`config.mk`:
```
export PLATFORM = sky130hd
export DESIGN_NAME = staircase_threshold_tracker_top_flat
export DESIGN_NICKNAME = d
export VERILOG_FILES = /design/src/rtl/stt_pkg.sv /design/src/rtl/stt_if.sv /design/src/rtl/stt_ctrl.sv /design/src/rtl/stt_dp.sv /design/src/rtl/staircase_threshold_tracker_top.sv /design/src/flat_wrapper.sv
export SDC_FILE = /design/constraint.sdc
export NUM_CORES = 1
export LEC_CHECK = 0
export BUFFER_PORTS_ARGS = -buffer_cell sky130_fd_sc_hd__buf_2
export CELL_PAD_IN_SITES_DETAIL_PLACEMENT = 0
export CELL_PAD_IN_SITES_GLOBAL_PLACEMENT = 1
export CORE_ASPECT_RATIO = 1.4
export CORE_MARGIN = 2
export CORE_UTILIZATION = 47
export DETAILED_ROUTE_END_ITERATION = 8
export GPL_TIMING_DRIVEN = 1
export PLACE_DENSITY = 0.84
export SYNTH_ARGS = -nofsm -noshare
export SYNTH_HDL_FRONTEND = slang
export SYNTH_SLANG_ARGS = --single-unit
```
`constraint.sdc`:
```
create_clock -name i_clk -period 5.5 [get_ports i_clk]
set_input_delay 0.55 -clock i_clk [delete_from_list [all_inputs] [get_ports i_clk]]
set_output_delay 0.55 -clock i_clk [all_outputs]
set_load 0.005 [all_outputs]
```
`src/rtl/stt_pkg.sv`:
```
`default_nettype none

package stt_pkg;

    // Field widths
    localparam int AMP_W      = 24;
    localparam int STEP_W     = 23;
    localparam int CNT_W      = 14;
    localparam int SPK_W      = 10;
    localparam int PHASE_W    = 2;
    localparam int CFG_IDX_W  = 3;
    localparam int CFG_DATA_W = 24;

    // Step rounding divider: dividend is step + 2*final - 1
    localparam int DIV_W     = STEP_W + 2;
    localparam int REM_W     = STEP_W + 1;
    localparam int DIV_CNT_W = $clog2(DIV_W);

    localparam logic [AMP_W-1:0] AMP_MAX = {1'b0, {(AMP_W-1){1'b1}}};
    localparam logic [AMP_W-1:0] AMP_MIN = {1'b1, {(AMP_W-1){1'b0}}};

    // Register reset values
    localparam logic [AMP_W-1:0]  RST_START_AMP    = '0;
    localparam logic [STEP_W-1:0] RST_START_STEP   = STEP_W'(100);
    localparam logic [STEP_W-1:0] RST_FINAL_STEP   = STEP_W'(10);
    localparam logic [SPK_W-1:0]  RST_MIN_SPIKES   = SPK_W'(1);
    localparam logic [CNT_W-1:0]  RST_REPEAT_LIMIT = CNT_W'(10);

    // Item kinds
    localparam logic KIND_START = 1'b0;
    localparam logic KIND_TRIAL = 1'b1;

    typedef enum logic [CFG_IDX_W-1:0] {
        REG_START_AMP    = 3'd0,
        REG_START_STEP   = 3'd1,
        REG_FINAL_STEP   = 3'd2,
        REG_MIN_SPIKES   = 3'd3,
        REG_REPEAT_LIMIT = 3'd4
    } t_reg_idx;

    typedef enum logic [PHASE_W-1:0] {
        PH_SEARCH  = 2'd0,
        PH_CONFIRM = 2'd1,
        PH_RECORD  = 2'd2
    } t_phase;

    typedef enum logic [2:0] {
        ST_IDLE,
        ST_EXEC,
        ST_DIV,
        ST_FIN,
        ST_OUT
    } t_state;

    // Controller -> datapath
    typedef struct packed {
        logic capture;
        logic update;
        logic div_init;
        logic div_step;
        logic div_commit;
        logic load_out;
    } t_cmd;

    // Datapath -> controller
    typedef struct packed {
        logic need_div;
        logic div_last;
        logic out_free;
    } t_stat;

    typedef struct packed {
        logic                  valid;
        logic [CFG_IDX_W-1:0]  index;
        logic [CFG_DATA_W-1:0] data;
    } t_cfg_wr;

    typedef struct packed {
        logic [AMP_W-1:0]   next_amplitude;
        logic [STEP_W-1:0]  step_size;
        logic [PHASE_W-1:0] phase;
        logic [CNT_W-1:0]   trial_number;
        logic [CNT_W-1:0]   spiking_trials;
        logic               finished;
        logic               bad_setup;
    } t_result;

endpackage

`default_nettype wire

```
`src/rtl/stt_if.sv`:
```
`default_nettype none

// Trial / start item channel
interface stt_in_if;
    logic                      valid;
    logic                      ready;
    logic                      kind;
    logic [stt_pkg::SPK_W-1:0] spike_count;

    modport source (output valid, kind, spike_count, input ready);
    modport sink   (input valid, kind, spike_count, output ready);
endinterface

// Result channel
interface stt_out_if;
    logic                               valid;
    logic                               ready;
    logic signed [stt_pkg::AMP_W-1:0]   next_amplitude;
    logic        [stt_pkg::STEP_W-1:0]  step_size;
    logic        [stt_pkg::PHASE_W-1:0] phase;
    logic        [stt_pkg::CNT_W-1:0]   trial_number;
    logic        [stt_pkg::CNT_W-1:0]   spiking_trials;
    logic                               finished;
    logic                               bad_setup;

    modport source (output valid, next_amplitude, step_size, phase, trial_number,
                    spiking_trials, finished, bad_setup, input ready);
    modport sink   (input valid, next_amplitude, step_size, phase, trial_number,
                    spiking_trials, finished, bad_setup, output ready);
endinterface

// Register write channel
interface stt_cfg_if;
    logic                           valid;
    logic                           ready;
    logic [stt_pkg::CFG_IDX_W-1:0]  index;
    logic [stt_pkg::CFG_DATA_W-1:0] data;

    modport source (output valid, index, data, input ready);
    modport sink   (input valid, index, data, output ready);
endinterface

`default_nettype wire

```
`src/rtl/stt_ctrl.sv`:
```
`default_nettype none

module stt_ctrl (
    input  wire logic           i_clk,
    input  wire logic           i_rst_n,
    input  wire logic           i_in_valid,
    output logic                o_in_ready,
    output stt_pkg::t_cmd       o_cmd,
    input  wire stt_pkg::t_stat i_stat
);

    stt_pkg::t_state r_state;
    stt_pkg::t_state n_state;

    always_ff @(posedge i_clk) begin
        if (!i_rst_n) begin
            r_state <= stt_pkg::ST_IDLE;
        end else begin
            r_state <= n_state;
        end
    end

    always_comb begin
        n_state    = r_state;
        o_cmd      = '0;
        o_in_ready = 1'b0;
        unique case (r_state)
            stt_pkg::ST_IDLE: begin
                o_in_ready = 1'b1;
                if (i_in_valid) begin
                    o_cmd.capture = 1'b1;
                    n_state       = stt_pkg::ST_EXEC;
                end
            end
            stt_pkg::ST_EXEC: begin
                o_cmd.update = 1'b1;
                if (i_stat.need_div) begin
                    o_cmd.div_init = 1'b1;
                    n_state        = stt_pkg::ST_DIV;
                end else begin
                    n_state = stt_pkg::ST_OUT;
                end
            end
            stt_pkg::ST_DIV: begin
                o_cmd.div_step = 1'b1;
                if (i_stat.div_last) begin
                    n_state = stt_pkg::ST_FIN;
                end
            end
            stt_pkg::ST_FIN: begin
                o_cmd.div_commit = 1'b1;
                n_state          = stt_pkg::ST_OUT;
            end
            stt_pkg::ST_OUT: begin
                if (i_stat.out_free) begin
                    o_cmd.load_out = 1'b1;
                    n_state        = stt_pkg::ST_IDLE;
                end
            end
            default: begin
                n_state = stt_pkg::ST_IDLE;
            end
        endcase
    end

endmodule

`default_nettype wire

```
`src/rtl/stt_dp.sv`:
```
`default_nettype none

module stt_dp (
    input  wire logic                      i_clk,
    input  wire logic                      i_rst_n,
    input  wire stt_pkg::t_cmd             i_cmd,
    output stt_pkg::t_stat                 o_stat,
    input  wire stt_pkg::t_cfg_wr          i_cfg,
    input  wire logic                      i_kind,
    input  wire logic [stt_pkg::SPK_W-1:0] i_spike_count,
    input  wire logic                      i_out_ready,
    output logic                           o_out_valid,
    output stt_pkg::t_result               o_result
);

    // Configuration
    logic [stt_pkg::AMP_W-1:0]  r_start_amp;
    logic [stt_pkg::STEP_W-1:0] r_start_step;
    logic [stt_pkg::STEP_W-1:0] r_final_step;
    logic [stt_pkg::SPK_W-1:0]  r_min_spikes;
    logic [stt_pkg::CNT_W-1:0]  r_repeat_limit;

    // Captured item
    logic                      r_kind;
    logic [stt_pkg::SPK_W-1:0] r_count;

    // Tracker state
    logic [stt_pkg::AMP_W-1:0]  r_amp,        n_amp;
    logic [stt_pkg::STEP_W-1:0] r_step,       n_step;
    stt_pkg::t_phase            r_mode,       n_mode;
    logic                       r_last_above, n_last_above;
    logic                       r_have_last,  n_have_last;
    logic [stt_pkg::CNT_W-1:0]  r_trials,     n_trials;
    logic [stt_pkg::CNT_W-1:0]  r_spiking,    n_spiking;
    logic                       r_done,       n_done;
    logic                       r_error,      n_error;

    // Divider
    logic [stt_pkg::REM_W-1:0]     r_rem;
    logic [stt_pkg::DIV_W-1:0]     r_quo_sh;
    logic [stt_pkg::DIV_CNT_W-1:0] r_div_cnt;

    // Output register
    logic             r_out_valid;
    stt_pkg::t_result r_result;

    logic                       above;
    logic                       run;
    logic                       reversal;
    logic                       step_le_final;
    logic                       final_zero;
    logic [stt_pkg::CNT_W-1:0]  trials_inc;
    logic [stt_pkg::CNT_W-1:0]  spiking_inc;
    logic [stt_pkg::AMP_W:0]    amp_ext;
    logic [stt_pkg::AMP_W:0]    step_ext;
    logic [stt_pkg::AMP_W:0]    amp_sum;
    logic [stt_pkg::AMP_W-1:0]  amp_sat;
    logic [stt_pkg::REM_W-1:0]  q2;
    logic [stt_pkg::DIV_W-1:0]  div_num;
    logic [stt_pkg::DIV_W-1:0]  div_shift;
    logic [stt_pkg::DIV_W-1:0]  div_sub;
    logic [stt_pkg::DIV_W-1:0]  div_diff;

    assign above         = r_count >= r_min_spikes;
    assign run           = (r_kind == stt_pkg::KIND_TRIAL) && !r_done && !r_error;
    assign reversal      = (r_mode != stt_pkg::PH_RECORD) && r_have_last
                           && (r_last_above != above);
    assign step_le_final = r_step <= r_final_step;
    assign final_zero    = r_final_step == '0;

    assign trials_inc  = (&r_trials) ? r_trials : r_trials + stt_pkg::CNT_W'(1);
    assign spiking_inc = (r_count == '0) ? r_spiking
                       : ((&r_spiking) ? r_spiking : r_spiking + stt_pkg::CNT_W'(1));

    // Saturating amplitude move
    assign amp_ext  = {r_amp[stt_pkg::AMP_W-1], r_amp};
    assign step_ext = (stt_pkg::AMP_W+1)'(r_step);
    assign amp_sum  = above ? amp_ext - step_ext : amp_ext + step_ext;
    always_comb begin
        if (amp_sum[stt_pkg::AMP_W] != amp_sum[stt_pkg::AMP_W-1]) begin
            amp_sat = amp_sum[stt_pkg::AMP_W] ? stt_pkg::AMP_MIN : stt_pkg::AMP_MAX;
        end else begin
            amp_sat = amp_sum[stt_pkg::AMP_W-1:0];
        end
    end

    // ceil(step / 2f) * f == (D - D mod 2f) / 2 with D = step + 2f - 1
    assign q2        = {r_final_step, 1'b0};
    assign div_num   = stt_pkg::DIV_W'(r_step) + stt_pkg::DIV_W'(q2)
                     - stt_pkg::DIV_W'(1);
    assign div_shift = {r_rem, r_quo_sh[stt_pkg::DIV_W-1]};
    assign div_sub   = (div_shift >= stt_pkg::DIV_W'(q2))
                     ? div_shift - stt_pkg::DIV_W'(q2) : div_shift;
    assign div_diff  = div_num - stt_pkg::DIV_W'(r_rem);

    assign o_stat.need_div = run && reversal && !step_le_final && !final_zero;
    assign o_stat.div_last = r_div_cnt == stt_pkg::DIV_CNT_W'(stt_pkg::DIV_W - 1);
    assign o_stat.out_free = !r_out_valid || i_out_ready;

    always_comb begin
        logic [stt_pkg::CNT_W-1:0] t;
        logic [stt_pkg::CNT_W-1:0] s;
        stt_pkg::t_phase           m;
        logic                      adv;

        t   = trials_inc;
        s   = spiking_inc;
        m   = r_mode;
        adv = 1'b0;

        n_amp        = r_amp;
        n_step       = r_step;
        n_mode       = r_mode;
        n_last_above = r_last_above;
        n_have_last  = r_have_last;
        n_trials     = r_trials;
        n_spiking    = r_spiking;
        n_done       = r_done;
        n_error      = r_error;

        if (i_cmd.update) begin
            if (r_kind == stt_pkg::KIND_START) begin
                n_amp        = r_start_amp;
                n_step       = r_start_step;
                n_mode       = stt_pkg::PH_SEARCH;
                n_last_above = 1'b0;
                n_have_last  = 1'b0;
                n_trials     = '0;
                n_spiking    = '0;
                n_done       = 1'b0;
                n_error      = r_start_step < r_final_step;
            end else if (run) begin
                n_amp = amp_sat;
                if (reversal) begin
                    if (step_le_final) begin
                        n_step = r_final_step;
                        m      = (r_mode == stt_pkg::PH_SEARCH) ? stt_pkg::PH_CONFIRM
                                                              : stt_pkg::PH_RECORD;
                        t      = '0;
                        s      = '0;
                        adv    = 1'b1;
                    end else if (final_zero) begin
                        n_step = '0;
                    end
                    // otherwise the divider rewrites the step
                end
                n_have_last  = !adv;
                n_last_above = adv ? 1'b0 : above;
                n_trials     = t;
                n_spiking    = s;
                n_mode       = m;
                if ((m == stt_pkg::PH_RECORD) && (r_repeat_limit != '0)
                    && (t >= r_repeat_limit)) begin
                    n_done = 1'b1;
                end
            end
        end

        if (i_cmd.div_commit) begin
            n_step = div_diff[stt_pkg::STEP_W:1];
        end
    end

    // Control and tracker state
    always_ff @(posedge i_clk) begin
        if (!i_rst_n) begin
            r_start_amp    <= stt_pkg::RST_START_AMP;
            r_start_step   <= stt_pkg::RST_START_STEP;
            r_final_step   <= stt_pkg::RST_FINAL_STEP;
            r_min_spikes   <= stt_pkg::RST_MIN_SPIKES;
            r_repeat_limit <= stt_pkg::RST_REPEAT_LIMIT;
            r_amp          <= '0;
            r_step         <= '0;
            r_mode         <= stt_pkg::PH_SEARCH;
            r_last_above   <= 1'b0;
            r_have_last    <= 1'b0;
            r_trials       <= '0;
            r_spiking      <= '0;
            r_done         <= 1'b0;
            r_error        <= 1'b0;
            r_out_valid    <= 1'b0;
        end else begin
            if (i_cfg.valid) begin
                unique case (stt_pkg::t_reg_idx'(i_cfg.index))
                    stt_pkg::REG_START_AMP:
                        r_start_amp <= i_cfg.data[stt_pkg::AMP_W-1:0];
                    stt_pkg::REG_START_STEP:
                        r_start_step <= i_cfg.data[stt_pkg::STEP_W-1:0];
                    stt_pkg::REG_FINAL_STEP:
                        r_final_step <= i_cfg.data[stt_pkg::STEP_W-1:0];
                    stt_pkg::REG_MIN_SPIKES:
                        r_min_spikes <= i_cfg.data[stt_pkg::SPK_W-1:0];
                    stt_pkg::REG_REPEAT_LIMIT:
                        r_repeat_limit <= i_cfg.data[stt_pkg::CNT_W-1:0];
                    default: begin
                    end
                endcase
            end
            r_amp        <= n_amp;
            r_step       <= n_step;
            r_mode       <= n_mode;
            r_last_above <= n_last_above;
            r_have_last  <= n_have_last;
            r_trials     <= n_trials;
            r_spiking    <= n_spiking;
            r_done       <= n_done;
            r_error      <= n_error;
            if (i_cmd.load_out) begin
                r_out_valid <= 1'b1;
            end else if (i_out_ready) begin
                r_out_valid <= 1'b0;
            end
        end
    end

    // Payload: item capture, divider, result
    always_ff @(posedge i_clk) begin
        if (i_cmd.capture) begin
            r_kind  <= i_kind;
            r_count <= i_spike_count;
        end
        if (i_cmd.div_init) begin
            r_rem     <= '0;
            r_quo_sh  <= div_num;
            r_div_cnt <= '0;
        end else if (i_cmd.div_step) begin
            r_rem     <= div_sub[stt_pkg::REM_W-1:0];
            r_quo_sh  <= {r_quo_sh[stt_pkg::DIV_W-2:0], 1'b0};
            r_div_cnt <= r_div_cnt + stt_pkg::DIV_CNT_W'(1);
        end
        if (i_cmd.load_out) begin
            r_result.next_amplitude <= r_amp;
            r_result.step_size      <= r_step;
            r_result.phase          <= r_mode;
            r_result.trial_number   <= r_trials;
            r_result.spiking_trials <= r_spiking;
            r_result.finished       <= r_done;
            r_result.bad_setup      <= r_error;
        end
    end

    assign o_out_valid = r_out_valid;
    assign o_result    = r_result;

endmodule

`default_nettype wire

```
`src/rtl/staircase_threshold_tracker_top.sv`:
```
`default_nettype none

// Channel    Dir  Beat contents                                  Accepted when
// i_trial    in   kind, spike_count                              valid && ready
// o_result   out  next_amplitude, step_size, phase, trial_number, valid && ready
//                 spiking_trials, finished, bad_setup
// i_cfg      in   index, data (register write)                   valid && ready
//
// Each input beat yields exactly one result beat. No new beat is accepted
// until its result is loaded; when a reversal refines the step, the
// one-bit-per-cycle restoring divider runs before that load.
// i_cfg.ready is always high; writes take effect on the next cycle.
// Reset is synchronous, active low, and restores register defaults.
// A result waiting on o_result does not block the next input beat; only
// the following result waits for the output register to drain.

module staircase_threshold_tracker_top (
    input  wire logic  i_clk,
    input  wire logic  i_rst_n,
    stt_in_if.sink     i_trial,
    stt_out_if.source  o_result,
    stt_cfg_if.sink    i_cfg
);

    stt_pkg::t_cmd    cmd;
    stt_pkg::t_stat   stat;
    stt_pkg::t_cfg_wr cfg_wr;
    stt_pkg::t_result result;
    logic             in_ready;
    logic             out_valid;

    // Register writes are never back-pressured
    assign i_cfg.ready  = 1'b1;
    assign cfg_wr.valid = i_cfg.valid;
    assign cfg_wr.index = i_cfg.index;
    assign cfg_wr.data  = i_cfg.data;

    // Sequencer: accept, update, optional step division, result load
    stt_ctrl u_ctrl (
        .i_clk      (i_clk),
        .i_rst_n    (i_rst_n),
        .i_in_valid (i_trial.valid),
        .o_in_ready (in_ready),
        .o_cmd      (cmd),
        .i_stat     (stat)
    );

    // Registers, tracker state, divider and output register
    stt_dp u_dp (
        .i_clk         (i_clk),
        .i_rst_n       (i_rst_n),
        .i_cmd         (cmd),
        .o_stat        (stat),
        .i_cfg         (cfg_wr),
        .i_kind        (i_trial.kind),
        .i_spike_count (i_trial.spike_count),
        .i_out_ready   (o_result.ready),
        .o_out_valid   (out_valid),
        .o_result      (result)
    );

    assign i_trial.ready = in_ready;

    assign o_result.valid          = out_valid;
    assign o_result.next_amplitude = result.next_amplitude;
    assign o_result.step_size      = result.step_size;
    assign o_result.phase          = result.phase;
    assign o_result.trial_number   = result.trial_number;
    assign o_result.spiking_trials = result.spiking_trials;
    assign o_result.finished       = result.finished;
    assign o_result.bad_setup      = result.bad_setup;

endmodule

`default_nettype wire

```
`src/flat_wrapper.sv`:
```
// flat-port wrapper written by rule: the top's interface ports become plain ports
module staircase_threshold_tracker_top_flat 
  (i_clk, i_rst_n, i_trial_valid, i_trial_kind, i_trial_spike_count, i_trial_ready, o_result_valid, o_result_next_amplitude, o_result_step_size, o_result_phase, o_result_trial_number, o_result_spiking_trials, o_result_finished, o_result_bad_setup, o_result_ready, i_cfg_valid, i_cfg_index, i_cfg_data, i_cfg_ready);
  stt_in_if i_trial_i ();
  stt_out_if o_result_i ();
  stt_cfg_if i_cfg_i ();
  input  wire logic i_clk;
  input  wire logic i_rst_n;
  input wire logic [$bits(i_trial_i.valid)-1:0] i_trial_valid;
  input wire logic [$bits(i_trial_i.kind)-1:0] i_trial_kind;
  input wire logic [$bits(i_trial_i.spike_count)-1:0] i_trial_spike_count;
  output wire logic [$bits(i_trial_i.ready)-1:0] i_trial_ready;
  output wire logic [$bits(o_result_i.valid)-1:0] o_result_valid;
  output wire logic [$bits(o_result_i.next_amplitude)-1:0] o_result_next_amplitude;
  output wire logic [$bits(o_result_i.step_size)-1:0] o_result_step_size;
  output wire logic [$bits(o_result_i.phase)-1:0] o_result_phase;
  output wire logic [$bits(o_result_i.trial_number)-1:0] o_result_trial_number;
  output wire logic [$bits(o_result_i.spiking_trials)-1:0] o_result_spiking_trials;
  output wire logic [$bits(o_result_i.finished)-1:0] o_result_finished;
  output wire logic [$bits(o_result_i.bad_setup)-1:0] o_result_bad_setup;
  input wire logic [$bits(o_result_i.ready)-1:0] o_result_ready;
  input wire logic [$bits(i_cfg_i.valid)-1:0] i_cfg_valid;
  input wire logic [$bits(i_cfg_i.index)-1:0] i_cfg_index;
  input wire logic [$bits(i_cfg_i.data)-1:0] i_cfg_data;
  output wire logic [$bits(i_cfg_i.ready)-1:0] i_cfg_ready;
  assign i_trial_i.valid = i_trial_valid;
  assign i_trial_i.kind = i_trial_kind;
  assign i_trial_i.spike_count = i_trial_spike_count;
  assign i_trial_ready = i_trial_i.ready;
  assign o_result_valid = o_result_i.valid;
  assign o_result_next_amplitude = o_result_i.next_amplitude;
  assign o_result_step_size = o_result_i.step_size;
  assign o_result_phase = o_result_i.phase;
  assign o_result_trial_number = o_result_i.trial_number;
  assign o_result_spiking_trials = o_result_i.spiking_trials;
  assign o_result_finished = o_result_i.finished;
  assign o_result_bad_setup = o_result_i.bad_setup;
  assign o_result_i.ready = o_result_ready;
  assign i_cfg_i.valid = i_cfg_valid;
  assign i_cfg_i.index = i_cfg_index;
  assign i_cfg_i.data = i_cfg_data;
  assign i_cfg_ready = i_cfg_i.ready;
  staircase_threshold_tracker_top u_core (.i_clk(i_clk), .i_rst_n(i_rst_n), .i_trial(i_trial_i), .o_result(o_result_i), .i_cfg(i_cfg_i));
endmodule
```
* Word level (Yosys, flattened, before mapping)
Cells that the tools add are included.
** Cells by class
- $add $sub $neg :: 9
- $lt $le $gt $ge :: 5
- Eq/ne operators :: 21
- Multiplexer cells :: 66
- Bitwise logic cells :: 1
- Reductions and logical operators :: 37
** Operator list (count)
- two-way mux 14 bit :: 14
- two-way mux 23 bit :: 7
- two-way mux 24 bit :: 5
- two-way mux 25 bit :: 3
- subtractor 24 bit :: 2
- adder 14 x 1 -> 14 bit, second input constant :: 2
- AND reduction 14 bit :: 2
- adder 23 x 24 -> 25 bit :: 1
- adder 24 x 24 -> 25 bit :: 1
- >= comparator 25 x 24 -> 1 bit :: 1
- subtractor 24 x 24 -> 25 bit :: 1
- subtractor 25 x 1 -> 25 bit, second input constant :: 1
- <= comparator 23 bit :: 1
- logical NOT 23 bit :: 1
- < comparator 23 bit :: 1
- two-way mux 1 bit :: 23
- two-way mux 2 bit :: 9
- one-hot mux 3 bit (5 select lines) :: 1
- >= comparator 14 bit :: 1
- AND reduction 2 bit :: 7
- nonzero test 14 bit :: 1
- == test 3 x 2 -> 1 bit, second input constant :: 4
- two-way mux 3 bit :: 4
- >= comparator 10 bit :: 1
- other kinds (20) :: 45
** Storage, ports and cells
- Flip-flop bits (word level) :: 323
- Input bits :: 43
- Word-level logic and storage cells :: 167

* Longest topological paths before layout
Gate-level depths: netlist of run 1.
- Depth after elaboration :: 15
- Gate-level depth with buffers :: 22

* Cells and area by module
From an unflattened synthesis of run 1, not the netlist that was laid out.
** Unflattened totals
- Cells, all modules :: 2242
- Area, all modules :: 19971.7 um^2
** By module, submodules not included
- stt_dp :: instances 1, cells each 2220, area each 19776.5 um^2
- stt_ctrl :: instances 1, cells each 20, area each 183.9 um^2
- staircase_threshold_tracker_top :: instances 1, cells each 2, area each 11.3 um^2

* Worst setup path after synthesis of run 1
OpenSTA, ideal clock, no wires.
- Path kind :: reg-to-reg
- Start point :: register u_core.u_dp.r_step[1] (netlist name)
- End point :: register u_core.u_dp.r_step[21] (netlist name)
- Arrival time :: 4.312 ns
- Path slack :: 1.061 ns
- Cell stages (with the launch flop) :: 22
- Clock period less this slack :: 4.439 ns
- Path through :: dfxtp_1 > inv_1 > ha_1 > inv_1 > ha_1 > fa_1 > a211oi_1 > o21bai_1 > a21oi_1 > o21bai_1 > a21oi_1 > xnor2_1 > ha_1 > and3_1 > o221ai_1 > a311o_1 > o211ai_1 > o21ai_0 > o311ai_0 > xor2_1 > a221oi_1 > nor2_1
** On the way
- Word-level cells in the longest chain between the ends :: 7
** Ends and longest elaborated chain
- from (decl) :: line stt_dp.sv:29 : logic [stt_pkg::STEP_W-1:0] r_step, n_step;
- from (signal assigned) :: line stt_dp.sv:200 : r_step <= n_step;
- parallel branches: the longest is 7 deep, another holds adder 23 x 24 -> 25 bit
Parallel ways; which one is timed is not known. The select of a mux whose other input is x is not followed.
A chain may end at the register's enable or synchronous reset.

* Worst setup path after layout of run 1
Ends and elaborated chain as after synthesis.

==> results.toml, run 1 <==
[grt]
grt_pass1_wl_mm = 92.7
antenna_found_initial = 0
grt_usage_pct = 26.9
first_global_vias = 17100
grt_max_degree = 65
grt_overflow_total = 0

[timing]
finalHoldViolCount = 0
tns_ns = 0
holdWs_ns = 0.193
timing.final.crit_share_pct = 94.2
slew_violations = 0
tightest_slew_ns = 1.05
period_needed_ns = 5.18
rsz0062_at_grt = "false"
fin_worst_skew_ns = 0.0251
setup_viol = 0
fmaxAchievable_ghz = 0.193
timing.slew.headroom_pct = 29.8

[outcome]
outcome = "complete, no violations"

[synth]
synth_top_area_cell = "dfxtp_1"
synthArstFlopShare_pct = 0
synth_area_per_cell_um2 = 8.51
synth_top_area_share_pct = 21.0
synthFlopType = "dfxtp_1"
ys_ff_latch = 323
synthCells = 2333
synth_warnings = 0
syn_nets = 2568
synth_area_um2 = 19800
synth_enable_flop_cells = 115
synth_top_cells_by_count = "363 x nand2_1, 251 x a21oi_1, 208 x dfxtp_1"
yosysSeqAreaShare_pct = 38.4
synth.area.top_cells = "dfxtp_1 21%, edfxtp_1 17%, ha_1 12%"
ys_types = 81
synth_most_common_cell = "nand2_1"

[clocking]
tritoncts = "yes"
holdBufCountCts = 0
cts_root_buffer = "clkbuf_16"
cts_setup_buffers = 0
cts_buffers = 34
clock_sinks = 323
clock_latency_ns = 0.55
clock_path_buffers = 3
htreeDepth = 2
ctsResizeCount = 0
clk_pin_slew_ns = 0.06

[worst_setup_path]
r2r_cells = 21
regToRegEndpoint = "u_core.u_dp.r_step[21]"
path_class = "reg -> reg"
crit_path_end = "u_core.u_dp.r_step[21]"
worst_ep_required_time_ns = 5.90
start_kind = "flop"
path_max_fanout = 7
setup.worst_path.end_class = "flop"
reg2reg_slack_ns = 0.32
arrival_ns = 5.58
crit_start = "u_core.u_dp.r_step[1]"
r2r_start = "u_core.u_dp.r_step[1]"

[finish]
nets = 2660
syn2layout_area_growth_pct = 11.9
final_layout_size_suffix_gt1_share_pct = 9.96
n_antenna_cell = 0

[drt]
drc = 0
ant_nets = 0
drt_iter0_drc = 1175
vias = 17300
vias_per_cell = 5.79
firstDrtPassIters = 5
wl_per_cell_um = 19.8
wl_mm = 59.2

[floorplanning]
rows = 89
fp.dieH_um = 247
die_area_um2 = 43900
fp.coreArea_um2 = 41900
start_util_pct = 47.4
dieWidth_um = 178
io_pins = 125

[power_and_ir_drop]
clkPwrFrac_pct = 31.4
ir_drop_mv = 0.193
p_comb_share_pct = 34.5
swShare_pct = 34.5
power_density_nw_per_um2 = 349
seqPwrFrac_pct = 34.2
leakagePower_nw = 9.05
switchingPower_mw = 2.68
p_int_mw = 5.07

[worst_hold_path]
holdCritPathClass = "in -> reg"

[placed_design]
io_buffer_count = 123
place.gp.congestion = 0.923
dp_hpwl_mm = 44.8

[job]
maxCapViolCount = 0
flip-flops by register name, indices dropped and copies added, names as in the netlist, 3 cells and up:
| register | flops |
|---|---|
| u_core.u_ctrl.r_state | 3 |
| u_core.u_dp.o_result | 79 |
| u_core.u_dp.r_amp | 24 |
| u_core.u_dp.r_count | 10 |
| u_core.u_dp.r_div_cnt | 5 |
| u_core.u_dp.r_final_step | 23 |
| u_core.u_dp.r_min_spikes | 10 |
| u_core.u_dp.r_quo_sh | 25 |
| u_core.u_dp.r_rem | 24 |
| u_core.u_dp.r_repeat_limit | 14 |
| u_core.u_dp.r_spiking | 14 |
| u_core.u_dp.r_start_amp | 24 |
| u_core.u_dp.r_start_step | 23 |
| u_core.u_dp.r_step | 23 |
| u_core.u_dp.r_trials | 14 |
cells in the final DEF (no fill, tap or decap), types with 6 or more instances in the layout:
master and n:
nor2b_1 19, nor2_1 151, or3_1 8, a211o_1 7, xnor2_1 74, buf_4 35
buf_2 123, and2_1 8, a211oi_1 27, nor4b_1 6, mux2i_1 23, nor3b_1 7
o21ai_0 117, o211ai_1 13, nand3_1 60, nor4_1 19, o21bai_1 13, nor3_1 44
inv_1 164, a21oi_1 250, nand2b_1 17, a221oi_1 29, o21a_1 30, clkbuf_16 35
and3_1 21, a31oi_1 15, clkbuf_1 9, dfxtp_1 208, edfxtp_1 115, a21o_1 46
o31ai_1 8, xor2_1 31, nand2_1 363, nand3b_1 7, nand4_1 29, and4_1 7
ha_1 188
critical path, cell delays in order, from the launching register on:
cell	delay, ns
dfxtp_1	0.50
inv_1	0.19
ha_1	0.32
inv_1	0.04
ha_1	0.20
fa_1	0.42
a211oi_1	0.33
o21bai_1	0.12
a21oi_1	0.25
o21bai_1	0.09
a21oi_1	0.18
xnor2_1	0.11
ha_1	0.39
and3_1	0.17
o221ai_1	0.15
a311o_1	0.32
o211ai_1	0.25
o21ai_1	0.17
o311ai_1	0.34
xor2_1	0.12
a221oi_1	0.28
nor2_1	0.07
cells by family after synthesis:
kind of cell / share of synthesized area [%]
and+or+nand+nor: 18.2
adders and majority gates: 12.3
muxes: 1.33
other: 0.0189
buffers and inverters: 5.35
DFF: 38.4
AOI/OAI and AO/OA: 19.7
xor gates and xnor gates: 4.72
area by class of cell:
| type | count | area (um2) |
|---|---|---|
| clock buffer | 48 | 965 |
| clock inverter | 14 | 199 |
| fill | 3967 | 19700 |
| inverter | 165 | 622 |
| multi-input combinational | 1743 | 11200 |
| sequential | 323 | 7620 |
| tap | 546 | 683 |
| timing repair buffer | 158 | 878 |
worst min-delay path by stage:
stage,start,to,slack [ns],cells after the start
2_1_floorplan,u_core.u_dp.r_trials[3],u_core.u_dp.o_result[19],0.41,0
3_3_place_gp,u_core.u_dp.r_start_amp[6],u_core.u_dp.r_start_amp[6],0.44,2
3_5_place_dp,u_core.u_dp.r_start_amp[4],u_core.u_dp.r_start_amp[4],0.45,2
4_1_cts,i_trial_kind,u_core.u_dp.r_kind,0.18,1
5_1_grt,i_trial_spike_count[0],u_core.u_dp.r_count[0],0.19,1
6_report,i_trial_kind,u_core.u_dp.r_kind,0.19,1
through the flow:
| step | instances | setup WS, ns | utilization [%] | power (mW) | instance area (um2) |
|---|---|---|---|---|---|
| 6_report | 2997 | 0.317 | 53.0 | 7.75 | 22200 |
| 5_1_grt | 2997 | 0.0735 | 53.0 | 8.15 | 22200 |
| 3_5_place_dp | 2935 | 0.244 | 50.2 | 5.29 | 21000 |
| 4_1_cts | 2997 | 0.178 | 53.0 | 7.72 | 22200 |
| 2_1_floorplan | 2333 | 1.06 | - | 4.65 | 19800 |
| 3_3_place_gp | 2935 | 0.359 | 50.2 | 5.25 | 21000 |
metal layers:
| layer | up-vias | routed length [um] | global-route usage (%) |
|---|---|---|---|
| met2 | 453 | 29900 | 49.0 |
| met4 | 0 | 2960 | 12.6 |
| met1 | 8276 | 24300 | 31.6 |
| li1 | 8480 | - | - |
| met3 | 137 | 2050 | 2.43 |
| met5 | - | 0 | 0 |
power by group through the flow:
stage | logic (mW) | registers [mW] | clock network, mW
after floorplan | 1.98 | 2.67 | 0
after global placement | 2.55 | 2.70 | 0
after detailed placement | 2.59 | 2.70 | 0
after CTS | 2.61 | 2.65 | 2.46
after global routing | 2.94 | 2.66 | 2.55
final | 2.67 | 2.65 | 2.43
Power figures use the tool's default switching activity.
==> run 2: changes to the inputs <==
--- a/config.mk
+++ b/config.mk
@@ -5,6 +5,7 @@
 export SDC_FILE = /design/constraint.sdc
 export NUM_CORES = 1
 export LEC_CHECK = 0
+export ABC_CLOCK_PERIOD_IN_PS = 5650
 export BUFFER_PORTS_ARGS = -buffer_cell sky130_fd_sc_hd__buf_2
 export CELL_PAD_IN_SITES_DETAIL_PLACEMENT = 0
 export CELL_PAD_IN_SITES_GLOBAL_PLACEMENT = 1
@@ -13,7 +14,7 @@
 export CORE_UTILIZATION = 47
 export DETAILED_ROUTE_END_ITERATION = 8
 export GPL_TIMING_DRIVEN = 1
-export PLACE_DENSITY = 0.84
+export PLACE_DENSITY_LB_ADDON = 0.12
 export SYNTH_ARGS = -nofsm -noshare
 export SYNTH_HDL_FRONTEND = slang
 export SYNTH_SLANG_ARGS = --single-unit
==> constraint.sdc (replaced) <==
create_clock -name i_clk -period 5.65 [get_ports i_clk]
set_input_delay 0.565 -clock i_clk [delete_from_list [all_inputs] [get_ports i_clk]]
set_output_delay 0.565 -clock i_clk [all_outputs]
set_load 0.005 [all_outputs]
==> run 2 against run 1 <==
  * Final cell count about the same
  * Worst setup slack improved by 0.15 ns
  * Highest routed layer unchanged
  * Critical path type unchanged
  * Global-route usage increased by 0.86 points
  * Critical endpoint unchanged
==> results.toml, run 2 (same netlist as run 1, synthesis figures left out) <==
[worst_setup_path]
path_class = "reg -> reg"
path_max_fanout = 7
arrival_ns = 5.58
critPathMaxStageDelay_ns = 0.44
crit_top_cell = "ha_1"
path_cells = "inv_1 -> ha_1 -> inv_1 -> ha_1 -> fa_1 -> a211oi_2 -> o21bai_1 -> a21oi_1 -> o21bai_1 -> a21oi_1 -> xnor2_1 -> ha_1 -> and3_1 -> o221ai_1 -> a311o_1 -> o211ai_1 -> o21ai_0 -> o311ai_1 -> xor2_1 -> a221oi_1 -> nor2_1"
r2r_cells = 21
critPathSlowestCell = "dfxtp_2"
cp_top_family = "compound AO/OA/AOI/OAI gates"
regToRegEndpoint = "u_core.u_dp.r_step[21]"
crit_start = "u_core.u_dp.r_step[1]"
r2r_start = "u_core.u_dp.r_step[1]"
path_depth = 21
start_kind = "flop"
setup.worst_path.end_class = "flop"
crit_path_end = "u_core.u_dp.r_step[21]"
worst_ep_required_time_ns = 6.05
reg2reg_slack_ns = 0.47
worst-path-buf-inv = 2

[clocking]
clock_latency_ns = 0.53
cts_buffers = 36
tritoncts = "yes"
cts_root_buffer = "clkbuf_16"
htreeDepth = 2
clock_sinks = 323
cts_setup_buffers = 0
clock_path_buffers = 3
clk_pin_slew_ns = 0.06

[timing]
tns_ns = 0
finalHoldViolCount = 0
tightest_slew_ns = 1.11
period_needed_ns = 5.18
rsz0062_at_grt = "false"
fin_worst_skew_ns = 0.0154
slew_violations = 0
timing.slew.headroom_pct = 25.5
fmaxAchievable_ghz = 0.193
setup_viol = 0
timing.final.crit_share_pct = 91.7

[grt]
grt_pass1_wl_mm = 94.8
antenna_found_initial = 0
grt_usage_pct = 27.8
grt_overflow_total = 0
first_global_vias = 16900
grt_max_degree = 64

[drt]
firstDrtPassIters = 5
drt_iter0_drc = 1064
ant_nets = 0
vias_per_cell = 5.76
vias = 17200
wl_per_cell_um = 20.4
wl_mm = 61.1
drc = 0

[finish]
final_common_cell = "nand2_1"
syn2layout_area_growth_pct = 11.4
nets = 2659
largest_reg_flops = 79
final_layout_size_suffix_gt1_share_pct = 9.88
fillers = 4064
fin_util_pct = 52.8
layout_common_cells = "363 x nand2_1, 251 x a21oi_1, 204 x dfxtp_1, 188 x ha_1, 164 x inv_1"
n_antenna_cell = 0

[floorplanning]
fp.dieH_um = 247
dieWidth_um = 178
io_pins = 125
rows = 89
start_util_pct = 47.4
fp.coreArea_um2 = 41900
die_area_um2 = 43900

[power_and_ir_drop]
power_density_nw_per_um2 = 335
leakagePower_nw = 9.01
ir_drop_mv = 0.179

[job]
maxCapViolCount = 0

[placed_design]
io_buffer_count = 123
dp_hpwl_mm = 46.7
place.gp.congestion = 0.934

[worst_hold_path]
whs_path_depth = 1
holdCritPathClass = "in -> reg"

[outcome]
outcome = "complete, no violations"
==> run 2: cell types whose count changed in the layout (fill, tap and decap cells not counted), sizes merged <==
cell and change:
buf -3, bufinv -3, clkbuf +3, clkinv +3
clkinvlp -3, inv +1
==> run 2: layer usage <==
layer / up-vias / share of wire [%] / global-route usage, %
met5: - / 0 / 0
met4: 0 / 3.6 / 10.2
met3: 121 / 4.2 / 2.81
met2: 443 / 52 / 51.7
met1: 8185 / 40 / 32.5
li1: 8493 / - / -
==> run 2: per-stage QoR <==
step | cells | setup WS, ns | area, um2 | power, mW | hold WS (ns)
after floorplan | 2333 | 1.20 | 19800 | 4.53 | 0.406
after global placement | 2932 | 0.278 | 21000 | 5.14 | 0.440
after detailed placement | 2932 | 0.191 | 21000 | 5.17 | 0.446
after CTS | 2995 | 0.164 | 22100 | 7.43 | 0.196
after global routing | 2995 | 0.0793 | 22100 | 7.82 | 0.196
final | 2995 | 0.471 | 22100 | 7.41 | 0.212
==> run 2: timing repair <==
item | in CTS | in global routing
endpoints found under the setup margin | 0 | 3
hold buffers | 0 | 0
gates resized for setup | 0 | 7
==> run 2: area by class of cell <==
type / count / area [um2] / area share [%]
multi-input cells: 1743 / 11200 / 50.8
flip-flops and latches: 323 / 7620 / 34.5
clock buffers: 51 / 1020 / 4.61
repair buffers: 155 / 856 / 3.87
well taps: 546 / 683 / 3.09
inverters: 165 / 622 / 2.81
clock inverters: 12 / 90.1 / 0.407
==> run 2: worst min-delay path by stage <==
| stage | start | to | slack, ns |
|---|---|---|---|
| 2_1_floorplan | u_core.u_dp.r_trials[3] | u_core.u_dp.o_result[19] | 0.41 |
| 4_1_cts | i_trial_kind | u_core.u_dp.r_kind | 0.20 |
| 5_1_grt | i_trial_kind | u_core.u_dp.r_kind | 0.20 |
| 3_5_place_dp | u_core.u_dp.r_start_amp[15] | u_core.u_dp.r_start_amp[15] | 0.45 |
| 3_3_place_gp | u_core.u_dp.r_start_amp[15] | u_core.u_dp.r_start_amp[15] | 0.44 |
| 6_report | i_trial_spike_count[5] | u_core.u_dp.r_count[5] | 0.21 |
==> run 2: power by group <==
group | internal [mW] | total [mW] | switching, mW
logic | 1.04 | 2.56 | 1.52
clock network | 1.30 | 2.27 | 0.964
registers | 2.50 | 2.59 | 0.0896
==> run 3: changes to the inputs <==
--- a/config.mk
+++ b/config.mk
@@ -11,7 +11,7 @@
 export CELL_PAD_IN_SITES_GLOBAL_PLACEMENT = 1
 export CORE_ASPECT_RATIO = 1.4
 export CORE_MARGIN = 2
-export CORE_UTILIZATION = 47
+export CORE_UTILIZATION = 30
 export DETAILED_ROUTE_END_ITERATION = 8
 export GPL_TIMING_DRIVEN = 1
 export PLACE_DENSITY_LB_ADDON = 0.12
==> run 3 against run 2 <==
  * Maximum frequency increased by 0.59%
  * Worst setup slack improved by 0.030 ns
  * Final cell count rose by 11%
  * Count of clock-buffer cells in the layout is 4 lower
  * Utilization fell by 18 points
  * Total power grew 6.3%
  * Critical path type unchanged
==> results.toml, run 3 (same netlist as run 1, synthesis figures left out) <==
[power_and_ir_drop]
switchingPower_mw = 2.72
finalPower_mw = 7.88
leakagePower_nw = 9.16
ir_drop_mv = 0.295
power_density_nw_per_um2 = 346
clkPwrFrac_pct = 33.9
p_comb_share_pct = 33.3
p_int_mw = 5.16
swShare_pct = 34.6
seqPwrFrac_pct = 32.8

[worst_setup_path]
path_max_fanout = 7
critPathMaxStageDelay_ns = 0.63
path_class = "reg -> reg"
worst-path-buf-inv = 3
path_cells = "inv_1 -> ha_1 -> inv_1 -> ha_1 -> fa_1 -> a211oi_1 -> o21bai_1 -> a21oi_1 -> xnor2_1 -> ha_1 -> a2111oi_1 -> nor2b_1 -> a21oi_1 -> buf_4 -> a31o_2 -> o21a_1 -> o21ai_1 -> nor2b_1 -> mux2i_1 -> o31a_1"
critPathSlowestCell = "a2111oi_1"
arrival_ns = 5.60
worst_ep_required_time_ns = 6.10
setup.worst_path.end_class = "flop"
cp_top_family = "compound AO/OA/AOI/OAI gates"
crit_top_cell = "ha_1"
start_kind = "flop"

[drt]
vias_per_cell = 5.16
ant_nets = 0
drc = 0
firstDrtPassIters = 5
drt_iter0_drc = 849
wl_per_cell_um = 20.7
wl_mm = 68.6
vias = 17100

[finish]
layout_common_cells = "363 x nand2_1, 251 x a21oi_1, 208 x dfxtp_1, 188 x ha_1, 164 x inv_1"
final_common_cell = "nand2_1"
largest_reg_flops = 79
layout.cells.non_filler = 3312
fillers = 6754
n_antenna_cell = 0
final_layout_size_suffix_gt1_share_pct = 10.3
register_area_um2 = 7620
syn2layout_area_growth_pct = 14.8
multiInputGateArea_um2 = 11200
nets = 2671

[clocking]
clock_latency_ns = 0.57
cts_root_buffer = "clkbuf_16"
htreeDepth = 2
clock_sinks = 323
clock_path_buffers = 3
cts_buffers = 37
clk_pin_slew_ns = 0.07
holdBufCountCts = 0
tritoncts = "yes"

[timing]
rsz0062_at_grt = "false"
fmaxAchievable_ghz = 0.194
tns_ns = 0
tightest_slew_ns = 1.18
slew_violations = 0
period_needed_ns = 5.15
setup_viol = 0
fin_worst_skew_ns = 0.0205
holdWs_ns = 0.171
finalHoldViolCount = 0
timing.slew.headroom_pct = 21.3
timing.final.crit_share_pct = 91.1

[placed_design]
place_inst = 3244
place.gp.congestion = 0.836
io_buffer_count = 123
dp_hpwl_mm = 52.3

[floorplanning]
fp.coreArea_um2 = 65400
io_pins = 125
rows = 111
start_util_pct = 30.3
fp.dieH_um = 308
die_area_um2 = 68300
dieWidth_um = 221

[outcome]
outcome = "complete, no violations"

[grt]
grt_overflow_total = 0
grt_max_degree = 91
grt_pass1_wl_mm = 104
first_global_vias = 17100
antenna_found_initial = 0
grt_usage_pct = 19.7

[job]
maxCapViolCount = 0

[worst_hold_path]
holdCritPathClass = "in -> reg"
-- run 3: power groups by stage --
stage	logic [mW]	clock network, mW	registers [mW]
3_5_place_dp	2.62	0	2.64
2_1_floorplan	1.93	0	2.60
3_3_place_gp	2.62	0	2.64
6_report	2.62	2.67	2.59
4_1_cts	2.64	2.75	2.59
5_1_grt	2.90	2.83	2.60
-- run 3: timing repair --
item | in CTS | in global routing
resized for setup | 0 | 2
setup buffers | 0 | 0
endpoints found under the setup margin | 0 | 2
-- run 3: worst reg2reg max path: cells and delay by family (launching register included) --
kind | cells | cell delay, ns
flip-flops | 1 | 0.46
adder cells (fa/ha/maj) | 4 | 1.18
AND/OR/NAND/NOR | 2 | 0.40
multiplexers | 1 | 0.12
XOR/XNOR | 1 | 0.15
buffers and inverters | 3 | 0.37
AO/OA/AOI/OAI | 9 | 2.35
-- run 3: area by class of cell --
cell class                 count  share of cell area [%]
multi-input combinational   1743                    49.2
clock inverter                21                    1.26
timing repair buffer         166                    4.23
clock buffer                  47                    4.50
inverter                     165                    2.73
sequential                   323                    33.4
tap                          847                    4.65
-- run 3: final timing paths --
path,startpoint,to,slack [ns],depth (start not counted)
worst max register to register,u_core.u_dp.r_step[1],u_core.u_dp.r_step[20],0.50,20
worst max-delay path,u_core.u_dp.r_step[1],u_core.u_dp.r_step[20],0.50,20
worst min register to register,u_core.u_dp.r_repeat_limit[5],u_core.u_dp.r_repeat_limit[5],0.45,2
worst min-delay path,i_trial_spike_count[4],u_core.u_dp.r_count[4],0.17,1
-- run 3: routing by layer --
metal	vias up	track usage [%]	wire, um
li1	8516	-	-
met1	8143	22.9	28700
met2	342	36.9	35300
met3	93	2.55	2400
met4	0	6.98	2250
met5	-	0	0
-- run 3: per-stage QoR --
stage	util [%]	area [um2]	worst slack (ns)
floorplan	-	19800	1.20
global placement	32.8	21500	0.437
detailed placement	32.8	21500	0.423
CTS	34.8	22800	0.386
global route	34.8	22800	0.0524
finish	34.8	22800	0.501
